[src/hdl/wav_pcm_stream_parser_assert.svh]
// assertion macros for the wav pcm stream parser
`ifndef WAV_PCM_STREAM_PARSER_ASSERT_SVH
`define WAV_PCM_STREAM_PARSER_ASSERT_SVH

// implication checked on every rising clock edge outside reset
`define WPSP_ASSERT(label, prop, msg) \
  label: assert property (@(posedge clk_i) disable iff (!rst_ni) prop) \
    else $error(msg);

// condition in one cycle forces a consequence in the next
`define WPSP_ASSERT_NXT(label, pre, post, msg) \
  label: assert property (@(posedge clk_i) disable iff (!rst_ni) (pre) |=> (post)) \
    else $error(msg);

`endif

[src/hdl/wpsp_pkg.sv]
package wpsp_pkg;

  typedef enum logic [3:0] {
    PH_IDLE    = 4'd0,
    PH_RIFF    = 4'd1,
    PH_RSIZE   = 4'd2,
    PH_WAVE    = 4'd3,
    PH_FMT     = 4'd4,
    PH_FSIZE   = 4'd5,
    PH_AFMT    = 4'd6,
    PH_CHAN    = 4'd7,
    PH_RATE    = 4'd8,
    PH_SKIP6   = 4'd9,
    PH_BITS    = 4'd10,
    PH_ID1     = 4'd11,
    PH_JSKIP   = 4'd12,
    PH_ID2     = 4'd13,
    PH_DSIZE   = 4'd14,
    PH_SAMPLES = 4'd15
  } phase_e;

  typedef enum logic [1:0] {
    KIND_SAMPLE = 2'd0,
    KIND_ERROR  = 2'd1,
    KIND_ACCEPT = 2'd2
  } kind_e;

  localparam logic [2:0] ERR_RIFF     = 3'd0;
  localparam logic [2:0] ERR_WAVE     = 3'd1;
  localparam logic [2:0] ERR_FMT      = 3'd2;
  localparam logic [2:0] ERR_NOT_PCM  = 3'd3;
  localparam logic [2:0] ERR_CHANNELS = 3'd4;
  localparam logic [2:0] ERR_RATE     = 3'd5;
  localparam logic [2:0] ERR_BITS     = 3'd6;
  localparam logic [2:0] ERR_DATA     = 3'd7;

  // chunk tags as seen little-endian in the shift register
  localparam logic [31:0] TAG_RIFF = 32'h4646_4952;
  localparam logic [31:0] TAG_WAVE = 32'h4556_4157;
  localparam logic [31:0] TAG_FMT  = 32'h2074_6D66;
  localparam logic [31:0] TAG_DATA = 32'h6174_6164;
  localparam logic [31:0] TAG_JUNK = 32'h4B4E_554A;

  typedef struct packed {
    logic [7:0] data;
    logic       start;
  } in_beat_t;

  typedef struct packed {
    kind_e        kind;
    logic [31:0]  sample_value;
    logic [15:0]  channel_index;
    logic         last_sample;
    logic [2:0]   error_code;
    logic [30:0]  rate_seen;
    logic [15:0]  channels_seen;
    logic [5:0]   width_seen;
  } result_t;

  // bytes in each header field
  function automatic logic [5:0] phase_len(input phase_e ph);
    logic [5:0] len;
    case (ph)
      PH_RIFF, PH_RSIZE, PH_WAVE, PH_FMT, PH_FSIZE: len = 6'd4;
      PH_AFMT, PH_CHAN, PH_BITS:                    len = 6'd2;
      PH_RATE, PH_ID1, PH_ID2, PH_DSIZE:            len = 6'd4;
      PH_SKIP6:                                     len = 6'd6;
      PH_JSKIP:                                     len = 6'd32;
      default:                                      len = 6'd0;
    endcase
    return len;
  endfunction

endpackage

[src/hdl/wpsp_in_reg.sv]
module wpsp_in_reg (
  input  logic               clk_i,
  input  logic               rst_ni,
  input  logic               valid_i,
  output logic               ready_o,
  input  wpsp_pkg::in_beat_t beat_i,
  input  logic               adv_i,
  output logic               fire_o,
  output wpsp_pkg::in_beat_t beat_o
);

  logic               valid_q, valid_d;
  wpsp_pkg::in_beat_t beat_q;

  assign ready_o = !valid_q || adv_i;
  assign fire_o  = valid_q && adv_i;
  assign beat_o  = beat_q;

  always_comb begin
    valid_d = valid_q;
    if (ready_o) begin
      valid_d = valid_i;
    end
  end

  always_ff @(posedge clk_i or negedge rst_ni) begin
    if (!rst_ni) begin
      valid_q <= 1'b0;
    end else begin
      valid_q <= valid_d;
    end
  end

  always_ff @(posedge clk_i) begin
    if (ready_o && valid_i) begin
      beat_q <= beat_i;
    end
  end

endmodule

[src/hdl/wpsp_core.sv]
module wpsp_core (
  input  logic               clk_i,
  input  logic               rst_ni,
  input  logic               beat_valid_i,
  input  wpsp_pkg::in_beat_t beat_i,
  output logic               res_valid_o,
  output wpsp_pkg::result_t  res_o
);

  wpsp_pkg::phase_e phase_q, phase_d, ph_eff;
  logic [5:0]  cnt_q, cnt_d, cnt_eff, cnt_inc;
  logic [31:0] shift_q, shift_d, shift_eff, shift_new;
  logic [15:0] chan_total_q, chan_total_d;
  logic [5:0]  width_q, width_d;
  logic [30:0] rate_q, rate_d;
  logic [31:0] left_q, left_d, left_dec;
  logic [17:0] fsize_q, fsize_d, fsize_calc;
  logic [15:0] chan_cnt_q, chan_cnt_d;
  logic [1:0]  pos_q, pos_d;
  logic [2:0]  nbytes;
  logic [5:0]  mshift;
  logic [31:0] smask, svalue;
  logic        active, in_samples, field_done, sample_done, frame_end, last_frame;
  logic        hdr_err, hdr_accept, data_empty;
  logic [2:0]  err_code;

  // a start beat restarts the parse with itself as the first byte
  assign ph_eff    = beat_i.start ? wpsp_pkg::PH_RIFF : phase_q;
  assign cnt_eff   = beat_i.start ? 6'd0 : cnt_q;
  assign shift_eff = beat_i.start ? 32'd0 : shift_q;

  assign active     = beat_valid_i && (ph_eff != wpsp_pkg::PH_IDLE);
  assign in_samples = (ph_eff == wpsp_pkg::PH_SAMPLES);
  assign shift_new  = {beat_i.data, shift_eff[31:8]};
  assign cnt_inc    = cnt_eff + 6'd1;
  assign field_done = (cnt_inc >= wpsp_pkg::phase_len(ph_eff));

  assign nbytes      = width_q[5:3];
  assign sample_done = (({1'b0, pos_q} + 3'd1) >= nbytes);
  assign left_dec    = left_q - 32'd1;
  assign frame_end   = (({1'b0, chan_cnt_q} + 17'd1) >= {1'b0, chan_total_q});
  // the frame just closed is the last whole one when fewer than a frame remain
  assign last_frame  = frame_end && (left_dec < {14'd0, fsize_q});

  always_comb begin
    case (nbytes)
      3'd1:    fsize_calc = {2'b00, chan_total_q};
      3'd2:    fsize_calc = {1'b0, chan_total_q, 1'b0};
      3'd3:    fsize_calc = {2'b00, chan_total_q} + {1'b0, chan_total_q, 1'b0};
      3'd4:    fsize_calc = {chan_total_q, 2'b00};
      default: fsize_calc = 18'd0;
    endcase
  end

  assign data_empty = (shift_new < {14'd0, fsize_calc});

  assign mshift = 6'd32 - width_q;
  assign smask  = 32'hFFFF_FFFF << mshift[4:0];
  assign svalue = (shift_new & smask) ^ {(width_q == 6'd8), 31'd0};

  // header field checks
  always_comb begin
    hdr_err    = 1'b0;
    hdr_accept = 1'b0;
    err_code   = wpsp_pkg::ERR_RIFF;
    case (ph_eff)
      wpsp_pkg::PH_RIFF: begin
        hdr_err  = (shift_new != wpsp_pkg::TAG_RIFF);
        err_code = wpsp_pkg::ERR_RIFF;
      end
      wpsp_pkg::PH_WAVE: begin
        hdr_err  = (shift_new != wpsp_pkg::TAG_WAVE);
        err_code = wpsp_pkg::ERR_WAVE;
      end
      wpsp_pkg::PH_FMT: begin
        hdr_err  = (shift_new != wpsp_pkg::TAG_FMT);
        err_code = wpsp_pkg::ERR_FMT;
      end
      wpsp_pkg::PH_AFMT: begin
        hdr_err  = (shift_new[31:16] != 16'd1);
        err_code = wpsp_pkg::ERR_NOT_PCM;
      end
      wpsp_pkg::PH_CHAN: begin
        hdr_err  = (shift_new[31:16] == 16'd0);
        err_code = wpsp_pkg::ERR_CHANNELS;
      end
      wpsp_pkg::PH_RATE: begin
        hdr_err  = shift_new[31];
        err_code = wpsp_pkg::ERR_RATE;
      end
      wpsp_pkg::PH_BITS: begin
        hdr_err  = !((shift_new[31:16] == 16'd8) || (shift_new[31:16] == 16'd16) ||
                     (shift_new[31:16] == 16'd24) || (shift_new[31:16] == 16'd32));
        err_code = wpsp_pkg::ERR_BITS;
      end
      wpsp_pkg::PH_ID1: begin
        hdr_accept = (shift_new == wpsp_pkg::TAG_DATA);
        hdr_err    = !hdr_accept && (shift_new != wpsp_pkg::TAG_JUNK);
        err_code   = wpsp_pkg::ERR_DATA;
      end
      wpsp_pkg::PH_ID2: begin
        hdr_accept = (shift_new == wpsp_pkg::TAG_DATA);
        hdr_err    = !hdr_accept;
        err_code   = wpsp_pkg::ERR_DATA;
      end
      default: begin
        hdr_err = 1'b0;
      end
    endcase
  end

  // next phase
  always_comb begin
    phase_d = phase_q;
    if (active) begin
      phase_d = ph_eff;
      if (in_samples) begin
        if (sample_done && last_frame) begin
          phase_d = wpsp_pkg::PH_IDLE;
        end
      end else if (field_done) begin
        if (hdr_err) begin
          phase_d = wpsp_pkg::PH_IDLE;
        end else if (hdr_accept) begin
          phase_d = wpsp_pkg::PH_DSIZE;
        end else begin
          case (ph_eff)
            wpsp_pkg::PH_RIFF:  phase_d = wpsp_pkg::PH_RSIZE;
            wpsp_pkg::PH_RSIZE: phase_d = wpsp_pkg::PH_WAVE;
            wpsp_pkg::PH_WAVE:  phase_d = wpsp_pkg::PH_FMT;
            wpsp_pkg::PH_FMT:   phase_d = wpsp_pkg::PH_FSIZE;
            wpsp_pkg::PH_FSIZE: phase_d = wpsp_pkg::PH_AFMT;
            wpsp_pkg::PH_AFMT:  phase_d = wpsp_pkg::PH_CHAN;
            wpsp_pkg::PH_CHAN:  phase_d = wpsp_pkg::PH_RATE;
            wpsp_pkg::PH_RATE:  phase_d = wpsp_pkg::PH_SKIP6;
            wpsp_pkg::PH_SKIP6: phase_d = wpsp_pkg::PH_BITS;
            wpsp_pkg::PH_BITS:  phase_d = wpsp_pkg::PH_ID1;
            wpsp_pkg::PH_ID1:   phase_d = wpsp_pkg::PH_JSKIP;
            wpsp_pkg::PH_JSKIP: phase_d = wpsp_pkg::PH_ID2;
            wpsp_pkg::PH_DSIZE: phase_d = data_empty ? wpsp_pkg::PH_IDLE
                                                     : wpsp_pkg::PH_SAMPLES;
            default:            phase_d = wpsp_pkg::PH_IDLE;
          endcase
        end
      end
    end
  end

  // results and datapath
  always_comb begin
    cnt_d        = cnt_q;
    shift_d      = shift_q;
    chan_total_d = chan_total_q;
    width_d      = width_q;
    rate_d       = rate_q;
    left_d       = left_q;
    fsize_d      = fsize_q;
    chan_cnt_d   = chan_cnt_q;
    pos_d        = pos_q;

    res_valid_o         = 1'b0;
    res_o.kind          = wpsp_pkg::KIND_SAMPLE;
    res_o.sample_value  = 32'd0;
    res_o.channel_index = 16'd0;
    res_o.last_sample   = 1'b0;
    res_o.error_code    = 3'd0;
    res_o.rate_seen     = 31'd0;
    res_o.channels_seen = 16'd0;
    res_o.width_seen    = 6'd0;

    if (active) begin
      shift_d = shift_new;
      cnt_d   = cnt_eff;
      if (in_samples) begin
        left_d = left_dec;
        if (!sample_done) begin
          pos_d = pos_q + 2'd1;
        end else begin
          res_valid_o         = 1'b1;
          res_o.kind          = wpsp_pkg::KIND_SAMPLE;
          res_o.sample_value  = svalue;
          res_o.channel_index = chan_cnt_q;
          res_o.last_sample   = last_frame;
          pos_d               = 2'd0;
          shift_d             = 32'd0;
          chan_cnt_d          = frame_end ? 16'd0 : chan_cnt_q + 16'd1;
        end
      end else begin
        cnt_d = cnt_inc;
        if (field_done) begin
          cnt_d = 6'd0;
          if (hdr_err) begin
            res_valid_o      = 1'b1;
            res_o.kind       = wpsp_pkg::KIND_ERROR;
            res_o.error_code = err_code;
          end else if (hdr_accept) begin
            res_valid_o         = 1'b1;
            res_o.kind          = wpsp_pkg::KIND_ACCEPT;
            res_o.rate_seen     = rate_q;
            res_o.channels_seen = chan_total_q;
            res_o.width_seen    = width_q;
          end else begin
            case (ph_eff)
              wpsp_pkg::PH_CHAN: chan_total_d = shift_new[31:16];
              wpsp_pkg::PH_RATE: rate_d       = shift_new[30:0];
              wpsp_pkg::PH_BITS: width_d      = shift_new[21:16];
              wpsp_pkg::PH_DSIZE: begin
                fsize_d    = fsize_calc;
                left_d     = shift_new;
                pos_d      = 2'd0;
                chan_cnt_d = 16'd0;
                shift_d    = 32'd0;
              end
              default: cnt_d = 6'd0;
            endcase
          end
        end
      end
    end
  end

  always_ff @(posedge clk_i or negedge rst_ni) begin
    if (!rst_ni) begin
      phase_q      <= wpsp_pkg::PH_IDLE;
      cnt_q        <= 6'd0;
      shift_q      <= 32'd0;
      chan_total_q <= 16'd0;
      width_q      <= 6'd0;
      rate_q       <= 31'd0;
      left_q       <= 32'd0;
      fsize_q      <= 18'd0;
      chan_cnt_q   <= 16'd0;
      pos_q        <= 2'd0;
    end else begin
      phase_q      <= phase_d;
      cnt_q        <= cnt_d;
      shift_q      <= shift_d;
      chan_total_q <= chan_total_d;
      width_q      <= width_d;
      rate_q       <= rate_d;
      left_q       <= left_d;
      fsize_q      <= fsize_d;
      chan_cnt_q   <= chan_cnt_d;
      pos_q        <= pos_d;
    end
  end

endmodule

[src/hdl/wpsp_out_reg.sv]
module wpsp_out_reg (
  input  logic              clk_i,
  input  logic              rst_ni,
  input  logic              res_valid_i,
  input  wpsp_pkg::result_t res_i,
  output logic              adv_o,
  output logic              valid_o,
  input  logic              ready_i,
  output wpsp_pkg::result_t res_o
);

  logic              valid_q, valid_d;
  wpsp_pkg::result_t res_q;

  assign adv_o   = !valid_q || ready_i;
  assign valid_o = valid_q;
  assign res_o   = res_q;

  always_comb begin
    valid_d = valid_q;
    if (adv_o) begin
      valid_d = res_valid_i;
    end
  end

  always_ff @(posedge clk_i or negedge rst_ni) begin
    if (!rst_ni) begin
      valid_q <= 1'b0;
    end else begin
      valid_q <= valid_d;
    end
  end

  always_ff @(posedge clk_i) begin
    if (adv_o && res_valid_i) begin
      res_q <= res_i;
    end
  end

endmodule

[src/hdl/wav_pcm_stream_parser.sv]
// path: an accepted byte passes the input register and the core, and its result is held in the result register
// throughput: one byte per cycle while the output side keeps ready high
// only a full result register that is not taken stops the input side
// reset: control state clears, the parser waits for a start byte
`include "wav_pcm_stream_parser_assert.svh"

module wav_pcm_stream_parser (
  input  logic               clk_i,
  input  logic               rst_ni,
  // byte stream in
  input  logic               in_valid_i,
  output logic               in_ready_o,
  input  logic [7:0]         byte_in_i,
  input  logic               start_req_i,
  // result stream out
  output logic               out_valid_o,
  input  logic               out_ready_i,
  output logic [1:0]         kind_o,
  output logic signed [31:0] sample_value_o,
  output logic [15:0]        channel_index_o,
  output logic               last_sample_o,
  output logic [2:0]         error_code_o,
  output logic [30:0]        rate_seen_o,
  output logic [15:0]        channels_seen_o,
  output logic [5:0]         width_seen_o
);

  wpsp_pkg::in_beat_t in_beat, core_beat;
  wpsp_pkg::result_t  core_res, out_res;
  logic               in_q_valid;
  logic               core_fire;
  logic               core_res_valid;
  logic               adv;

  assign in_beat.data  = byte_in_i;
  assign in_beat.start = start_req_i;

  // input register: holds one beat, refills in the cycle it drains
  wpsp_in_reg u_in_reg (
    .clk_i   (clk_i),
    .rst_ni  (rst_ni),
    .valid_i (in_valid_i),
    .ready_o (in_ready_o),
    .beat_i  (in_beat),
    .adv_i   (adv),
    .fire_o  (core_fire),
    .beat_o  (core_beat)
  );

  assign in_q_valid = core_fire || (!in_ready_o);

  // parse core: header phases, sample assembly, frame counting
  wpsp_core u_core (
    .clk_i        (clk_i),
    .rst_ni       (rst_ni),
    .beat_valid_i (core_fire),
    .beat_i       (core_beat),
    .res_valid_o  (core_res_valid),
    .res_o        (core_res)
  );

  // result register: pipeline advances whenever it is empty or being taken
  wpsp_out_reg u_out_reg (
    .clk_i       (clk_i),
    .rst_ni      (rst_ni),
    .res_valid_i (core_res_valid),
    .res_i       (core_res),
    .adv_o       (adv),
    .valid_o     (out_valid_o),
    .ready_i     (out_ready_i),
    .res_o       (out_res)
  );

  assign kind_o          = out_res.kind;
  assign sample_value_o  = out_res.sample_value;
  assign channel_index_o = out_res.channel_index;
  assign last_sample_o   = out_res.last_sample;
  assign error_code_o    = out_res.error_code;
  assign rate_seen_o     = out_res.rate_seen;
  assign channels_seen_o = out_res.channels_seen;
  assign width_seen_o    = out_res.width_seen;

  // input side only stalls behind an untaken result
  `WPSP_ASSERT(a_stall_cause, !in_ready_o |-> (out_valid_o && !out_ready_i), "input stalled without a blocked result")
  // the last flag belongs to sample beats only
  `WPSP_ASSERT(a_last_is_sample, (out_valid_o && last_sample_o) |-> (kind_o == wpsp_pkg::KIND_SAMPLE), "last flag on a non-sample beat")
  // error beats carry nothing but the code
  `WPSP_ASSERT(a_error_clean, (out_valid_o && kind_o == wpsp_pkg::KIND_ERROR) |-> (sample_value_o == 32'sd0 && rate_seen_o == 31'd0 && channels_seen_o == 16'd0), "error beat with stray fields")
  // a result needs a byte waiting in the input register
  `WPSP_ASSERT_NXT(a_result_needs_byte, !in_q_valid && !out_valid_o, !out_valid_o, "result appeared without a byte")

endmodule
[config.mk]
export PLATFORM = sky130hd
export DESIGN_NAME = wav_pcm_stream_parser
export DESIGN_NICKNAME = d
export VERILOG_FILES = /design/src/hdl/wpsp_pkg.sv /design/src/hdl/wpsp_in_reg.sv /design/src/hdl/wpsp_core.sv /design/src/hdl/wpsp_out_reg.sv /design/src/hdl/wav_pcm_stream_parser.sv
export VERILOG_INCLUDE_DIRS = /design/src /design/src/hdl
export SDC_FILE = /design/constraint.sdc
export NUM_CORES = 1
export LEC_CHECK = 0
export BUFFER_PORTS_ARGS = -buffer_cell sky130_fd_sc_hd__buf_2
export CORE_MARGIN = 4
export CORE_UTILIZATION = 55
export CTS_CLUSTER_SIZE = 20
export DETAILED_ROUTE_END_ITERATION = 8
export GPL_TIMING_DRIVEN = 0
export PLACE_DENSITY = 0.77
export SYNTH_ARGS = -nofsm -noshare
export SYNTH_HDL_FRONTEND = slang
export SYNTH_SLANG_ARGS = --single-unit
[constraint.sdc]
create_clock -name clk_i -period 9.1 [get_ports clk_i]
set_input_delay 1.365 -clock clk_i [delete_from_list [all_inputs] [get_ports clk_i]]
set_output_delay 1.365 -clock clk_i [all_outputs]
set_load 0.03 [all_outputs]
==> results.yml, run 1 <==
synthesis:
  syn_nets: 1632
  synth_cells: 1533
  yosys_warnings: 0
  synth.top_cell.area_share: 0.252
  synth_xor_area_frac: 0.0281
  ys.flop_type: "dfrtp_1"
  synth_top_family_by_area: "simple AND/OR/NAND/NOR gates"
  synth_compound_area_frac: 0.158
  ys_ff_latch: 273
  seq_area_frac_synth: 0.476
  ys_types: 84
  synth_area_per_cell_um2: 10.2
  synthMuxAreaShare: 0.0400
  yosys.area.top_type: "dfrtp_1"
  synth_area_leaders: "dfrtp_1 (25%), edfxtp_1 (22%), ha_1 (6.8%)"
  synth_area_mm2: 0.0156
  synth-simple-area-share: 0.188
  synth-async-reset-ratio: 0.575
  synth-edff-count: 116
  synth_fa_ha_area_frac: 0.0696
global_routing:
  grt.total_usage: 0.304
  grt_remaining_overflow: 0
  antenna_found_initial: 4
  grt_first_pass_wirelength_um: 72800
  grt_pass1_vias: 12300
  grt_max_degree: 87
route:
  routed_via_density: 6.29
  drtIter0Drc: 1772
  dr_total_vias: 13200
  drc_errors: 0
  drt-total-wl_um: 47900
  dr.pass1.iters: 6
  wl_per_cell_um: 22.9
  ant_nets: 0
power_and_ir_drop:
  p_comb_frac: 0.345
  sw_frac_of_total: 0.381
  p_leak_nw: 7.67
  vdd_drop_max_mv: 0.160
  p_seq_frac: 0.378
  clockPowerShare: 0.277
  power_switching_w: 0.00168
  p_per_area_mw_per_mm2: 248
  intPower_w: 0.00273
clock_tree:
  cts_resized: 0
  cts.path.max_buffers: 3
  cts_tree: "built"
  h-tree-depth: 1
  numCtsBuffers: 29
  cts_root_buf: "clkbuf_16"
  hold_buffers: 0
  clkLatencyLatePin_ps: 570
  clk_pin_slew_ps: 60
  clkSinkCount: 273
  cts_setup_buffers: 0
setup_path:
  worstPathArrival_ps: 7440
  start_kind: "register"
  crit_path_end_kind: "register"
  critical_path.top_delay_family: "buffers and inverters"
  crit_top_cell: "clkbuf_1"
  slowest_stage: "nor2_1"
  path_max_fanout: 10
  critical_path.max_stage_delay_ps: 750
  required_ps: 9530
  path_cells: "clkbuf_1, clkbuf_1, clkbuf_1, clkbuf_1, clkbuf_1, clkbuf_1, nor2b_1, ha_1, xnor2_1, ha_1, a21boi_0, o31ai_1, nor2b_1, nor2_1, nand2_1, nor2_1, clkbuf_1, and2_1"
  path_buf_inv: 7
  worstSetupPathType: "reg2reg"
die:
  core.rowCount: 61
  core_region_area_mm2: 0.0279
  die_y_um: 176
  die_area_mm2: 0.0311
  io_pins: 122
  die_x_um: 176
  initial_core_util: 0.559
sta:
  hold_violations: 0
  finalSetupTns_ps: 0
  min_period_ps: 7010
  final-setup-viol-count: 0
  slew_headroom: 0.0238
  setup_ws_ps: 2090
  fmax_mhz: 143
  worstMarginPinSlew_ps: 1460
  final.setup_skew_ps: 13.2
  period_share: 0.770
  slew_viol_final: 0
  grt_setup_unrepaired: "false"
place:
  globalplace.congestion: 1.01
  port_buffers: 121
  dp_hpwl_um: 35300
  pre_cts_ws_ps: 2280
  place_inst: 2036
final_layout:
  drive_gt1_frac: 0.151
  fin_nets: 1788
  fin_cells: 2092
  area_delta_synth_final_pct: 14.0
hold_path:
  hold_path_class: "reg2reg"
status:
  outcome: "complete, no violations"
job:
  drv_cap: 0
## routing by layer
layer,vias to the layer above,GRT usage,wire length [µm]
li1,5986,-,-
met1,6333,0.427,19400
met2,733,0.462,21300
met3,111,0.0803,5560
met4,4,0.104,1660
met5,-,0,29
## path summary, 6_finish.rpt
path | start | endpoint | slack (ps) | cells past startpoint
worst max-delay path | u_in_reg.beat_o[0] | u_out_reg.res_o[39] | 2090 | 18
worst min register to register | u_core.fsize_q[0] | u_core.fsize_q[0] | 480 | 2
worst min-delay path | u_core.fsize_q[0] | u_core.fsize_q[0] | 480 | 2
max in group asynchronous | rst_ni | u_core.left_q[1] | 7500 | 2
worst max register to register | u_in_reg.beat_o[0] | u_out_reg.res_o[39] | 2090 | 18
min in group asynchronous | rst_ni | u_core.chan_total_q[11] | 750 | 1
## Yosys cell counts (14+ instances only)
cell type  number
nor4_1         14
xnor2_1        29
dfrtp_1       157
nand2_1       103
o21ai_0       107
nor2b_1        31
edfxtp_1      116
and3_1         35
a22o_1         35
mux2_2         40
and2_1         40
a211oi_1       14
inv_1          64
ha_1           85
nand2b_1       21
o31ai_1        16
xor2_1         21
nand3_1        43
a22oi_1        14
nand4_1        14
nor3_1         62
a21oi_1        44
a21o_1         16
mux2i_1        15
a31oi_1        20
clkbuf_1       62
nor2_1        130
## kinds of logic (layout without fill, tap and decap cells)
family,after synthesis,in the layout
and+or+nand+nor,558,558
AOI/OAI and AO/OA,357,357
DFF,273,273
buffers and inverters,152,330
adders and majority gates,86,86
muxes,57,57
xor gates and xnor gates,50,50
other,0,3
## per-stage QoR
step,hold slack [ps],total power (W),area (µm²),util
global placement,455,0.00314,16700,0.598
detailed placement,465,0.00316,16800,0.602
finish,478,0.00440,17800,0.638
global route,510,0.00461,17800,0.637
floorplan,442,0.00268,15600,-
CTS,481,0.00437,17800,0.637
## worst reg2reg max path, stage by stage (launching register included)
cell and delay, ps:
edfxtp_1 370, clkbuf_1 410, clkbuf_1 460, clkbuf_1 500, clkbuf_1 420, clkbuf_1 460, clkbuf_1 580, nor2b_1 120
ha_1 300, xnor2_1 160, ha_1 270, a21boi_0 180, o31ai_1 110, nor2b_1 190, nor2_1 750, nand2_1 440
nor2_1 640, clkbuf_1 330, and2_1 180
## flip-flops by register name, indices dropped and copies added, names as in the netlist
name / count
u_out_reg.res_o: 107
u_core.left_q: 32
u_core.rate_q: 31
u_core.shift_q: 24
u_core.fsize_q: 18
u_core.chan_cnt_q: 16
u_core.chan_total_q: 16
u_in_reg.beat_o: 9
u_core.cnt_q: 6
u_core.width_q: 6
u_core.phase_q: 4
u_core.pos_q: 2
u_in_reg.valid_q: 1
u_out_reg.valid_o: 1
## power by group through the flow
stage	logic, W	registers, W	clock network, W
CTS	0.00149	0.00166	0.00122
global placement	0.00144	0.00169	0
finish	0.00152	0.00167	0.00122
global route	0.00164	0.00169	0.00128
floorplan	0.000881	0.00180	0
detailed placement	0.00148	0.00168	0
## layout make-up
cell class                      instances  area (µm²)
Clock inverter                          9         116
Timing Repair Buffer                  125         703
Clock buffer                           44         873
Antenna cell                            3        7.51
Tap cell                              378         473
Multi-Input combinational cell       1108        7550
Fill cell                            2282       10100
Inverter                               65         244
Sequential cell                       273        7410
Buffer                                 87         387
## layout by cell type, fill, tap and decap left out, types with 20 or more instances in the layout
| cell | Yosys | routed |
|---|---|---|
| a21oi_1 | 44 | 43 |
| a22o_1 | 35 | 35 |
| a31oi_1 | 20 | 20 |
| and2_1 | 40 | 40 |
| and3_1 | 35 | 35 |
| buf_2 | 11 | 131 |
| clkbuf_1 | 62 | 69 |
| clkbuf_16 | 0 | 30 |
| dfrtp_1 | 157 | 157 |
| edfxtp_1 | 116 | 116 |
| ha_1 | 85 | 85 |
| inv_1 | 64 | 64 |
| mux2_2 | 40 | 40 |
| nand2_1 | 103 | 103 |
| nand2b_1 | 21 | 21 |
| nand3_1 | 43 | 43 |
| nor2_1 | 130 | 130 |
| nor2b_1 | 31 | 31 |
| nor3_1 | 62 | 62 |
| o21ai_0 | 107 | 107 |
| xnor2_1 | 29 | 29 |
| xor2_1 | 21 | 21 |
No activity file was read; power rests on OpenSTA's default activity.
==> inputs of run 2 (changes only) <==
--- a/config.mk
+++ b/config.mk
@@ -8,11 +8,11 @@
 export LEC_CHECK = 0
 export BUFFER_PORTS_ARGS = -buffer_cell sky130_fd_sc_hd__buf_2
 export CORE_MARGIN = 4
-export CORE_UTILIZATION = 55
+export CORE_UTILIZATION = 60
 export CTS_CLUSTER_SIZE = 20
 export DETAILED_ROUTE_END_ITERATION = 8
 export GPL_TIMING_DRIVEN = 0
-export PLACE_DENSITY = 0.77
+export PLACE_DENSITY = 0.8
 export SYNTH_ARGS = -nofsm -noshare
 export SYNTH_HDL_FRONTEND = slang
 export SYNTH_SLANG_ARGS = --single-unit
==> constraint.sdc (replaced) <==
create_clock -name clk_i -period 6.7 [get_ports clk_i]
set_input_delay 1.005 -clock clk_i [delete_from_list [all_inputs] [get_ports clk_i]]
set_output_delay 1.005 -clock clk_i [all_outputs]
set_load 0.03 [all_outputs]
==> run 2 against run 1 <==
  * Count of clock-buffer cells in the layout is 5 lower
  * Clock power is 29% higher
  * Sequential share of layout area is 0.29 points higher
  * Global-route usage is 2.8 points higher
  * Sequential power is 35% higher
  * Clock skew is 5.9 ps higher
  * Critical path depth is 1 lower
  * Setup slack worse by 1600 ps
  * Utilization is 5.9 points higher
  * Die area is 8.0% lower
  * Cell area is 0.70% lower
  * Highest routed layer unchanged
==> results.yml, run 2 (synthesis results as in run 1) <==
place:
  pre_cts_ws_ps: -3.45
  globalplace.congestion: 0.998
  port_buffers: 121
  dp_hpwl_um: 35400
route:
  dr_total_vias: 13500
  routed_via_density: 6.59
  drtIter0Drc: 2122
  wl_per_cell_um: 23.7
  drc_errors: 0
  ant_nets: 0
  dr.pass1.iters: 7
  drt-total-wl_um: 48500
global_routing:
  grt.total_usage: 0.332
  grt_max_degree: 93
  antenna_found_initial: 3
  grt_first_pass_wirelength_um: 73600
  grt_remaining_overflow: 0
  grt_pass1_vias: 12600
hold_path:
  hold_path_class: "in2async"
power_and_ir_drop:
  p_seq_frac: 0.382
  clockPowerShare: 0.265
  vdd_drop_max_mv: 0.302
  p_leak_nw: 7.63
  power_switching_w: 0.00231
  intPower_w: 0.00362
  p_comb_frac: 0.353
  sw_frac_of_total: 0.389
  p_per_area_mw_per_mm2: 336
final_layout:
  drive_gt1_frac: 0.150
  area_delta_synth_final_pct: 13.2
  final_cell_mix: "dfrtp_1 (157), buf_2 (131), nor2_1 (128), edfxtp_1 (116), o21ai_0 (107)"
  largest_reg_flops: 107
  final_common_cell: "dfrtp_1"
  fillCellCount: 1946
  utilization: 0.696
  fin_nets: 1789
sta:
  slew_viol_final: 0
  hold_violations: 0
  setup_ws_ps: 504
  worstMarginPinSlew_ps: 1450
  slew_headroom: 0.0289
  fmax_mhz: 161
  period_share: 0.925
  min_period_ps: 6200
  final.setup_skew_ps: 19.0
  grt_setup_unrepaired: "false"
  final-setup-viol-count: 0
clock_tree:
  clkSinkCount: 273
  numCtsBuffers: 29
  clk_pin_slew_ps: 60
  cts.path.max_buffers: 3
  h-tree-depth: 1
  cts_tree: "built"
  hold_buffers: 0
  clkLatencyLatePin_ps: 560
  cts_root_buf: "clkbuf_16"
die:
  die_area_mm2: 0.0286
  die_x_um: 169
  core_region_area_mm2: 0.0253
  core.rowCount: 58
  initial_core_util: 0.615
  io_pins: 122
  die_y_um: 169
status:
  outcome: "complete, no violations"
setup_path:
  worst-path-stages: 17
  crit_path_end_kind: "register"
  required_ps: 7130
  worstSetupPathType: "reg2reg"
  critical_path.top_delay_family: "buffers and inverters"
  path_cells: "clkbuf_1, clkbuf_1, clkbuf_2, clkbuf_1, clkbuf_2, clkbuf_1, nor2b_1, ha_1, xnor2_1, ha_1, a21boi_0, o31ai_1, nor2b_1, nor2_1, nand3_1, buf_2, o221a_2"
  crit_top_cell: "clkbuf_1"
  critical_path.max_stage_delay_ps: 640
  path_buf_inv: 7
  path_max_fanout: 10
  slowest_stage: "nor2_1"
  worstPathArrival_ps: 6630
  start_kind: "register"
  r2r_cells: 17
job:
  drv_cap: 0
## run 2: power groups by stage
stage / combinational [W] / sequential [W] / clock, W
4_1_cts: 0.00204 / 0.00225 / 0.00158
6_report: 0.00209 / 0.00226 / 0.00157
3_3_place_gp: 0.00196 / 0.00229 / 0
5_1_grt: 0.00224 / 0.00229 / 0.00165
3_5_place_dp: 0.00202 / 0.00228 / 0
2_1_floorplan: 0.00120 / 0.00243 / 0
## run 2: final cells by class
class	instances	area (µm²)	share of cell area
antenna	2	5.00	0.000284
buffer	87	389	0.0221
clock buffer	39	773	0.0438
clock inverter	15	140	0.00794
inverter	65	244	0.0138
multi-input combinational	1108	7550	0.428
sequential	273	7410	0.420
tap	330	413	0.0234
timing repair buffer	126	711	0.0403
## run 2: metal layers
layer	part of all wire	routed length, µm	GRT usage	up-vias
li1	-	-	-	5989
met1	0.40	19200	0.472	6460
met2	0.44	21400	0.503	885
met3	0.13	6160	0.0850	132
met4	0.036	1760	0.113	2
met5	0.00027	13	0	-
## run 2: what timing repair did
action | 4_1_cts | 5_1_grt
pin swaps | 1 | 1
gates resized for setup | 1 | 5
buffers inserted | 1 | 0
endpoints found under the setup margin | 53 | 74
## run 2: metrics by stage
step	area, µm²	hold WS, ps	power [W]	TNS, ps	cells
after floorplan	15600	442	0.00363	0	1533
after CTS	17600	404	0.00587	0	2043
final	17600	384	0.00592	0	2045
after global routing	17600	420	0.00618	0	2044
after detailed placement	16700	466	0.00431	-47.7	1988
after global placement	16600	459	0.00425	-118040	1984
## run 2: worst paths after layout
kind,start,endpoint,slack [ps]
min in group clk_i,u_core.rate_q[21],u_core.rate_q[21],470
max,u_in_reg.beat_o[0],u_core.left_q[25],500
min,rst_ni,u_core.chan_total_q[10],380
min reg2reg,u_core.rate_q[21],u_core.rate_q[21],470
max reg2reg,u_in_reg.beat_o[0],u_core.left_q[25],500
max in group asynchronous,rst_ni,u_core.left_q[13],5430
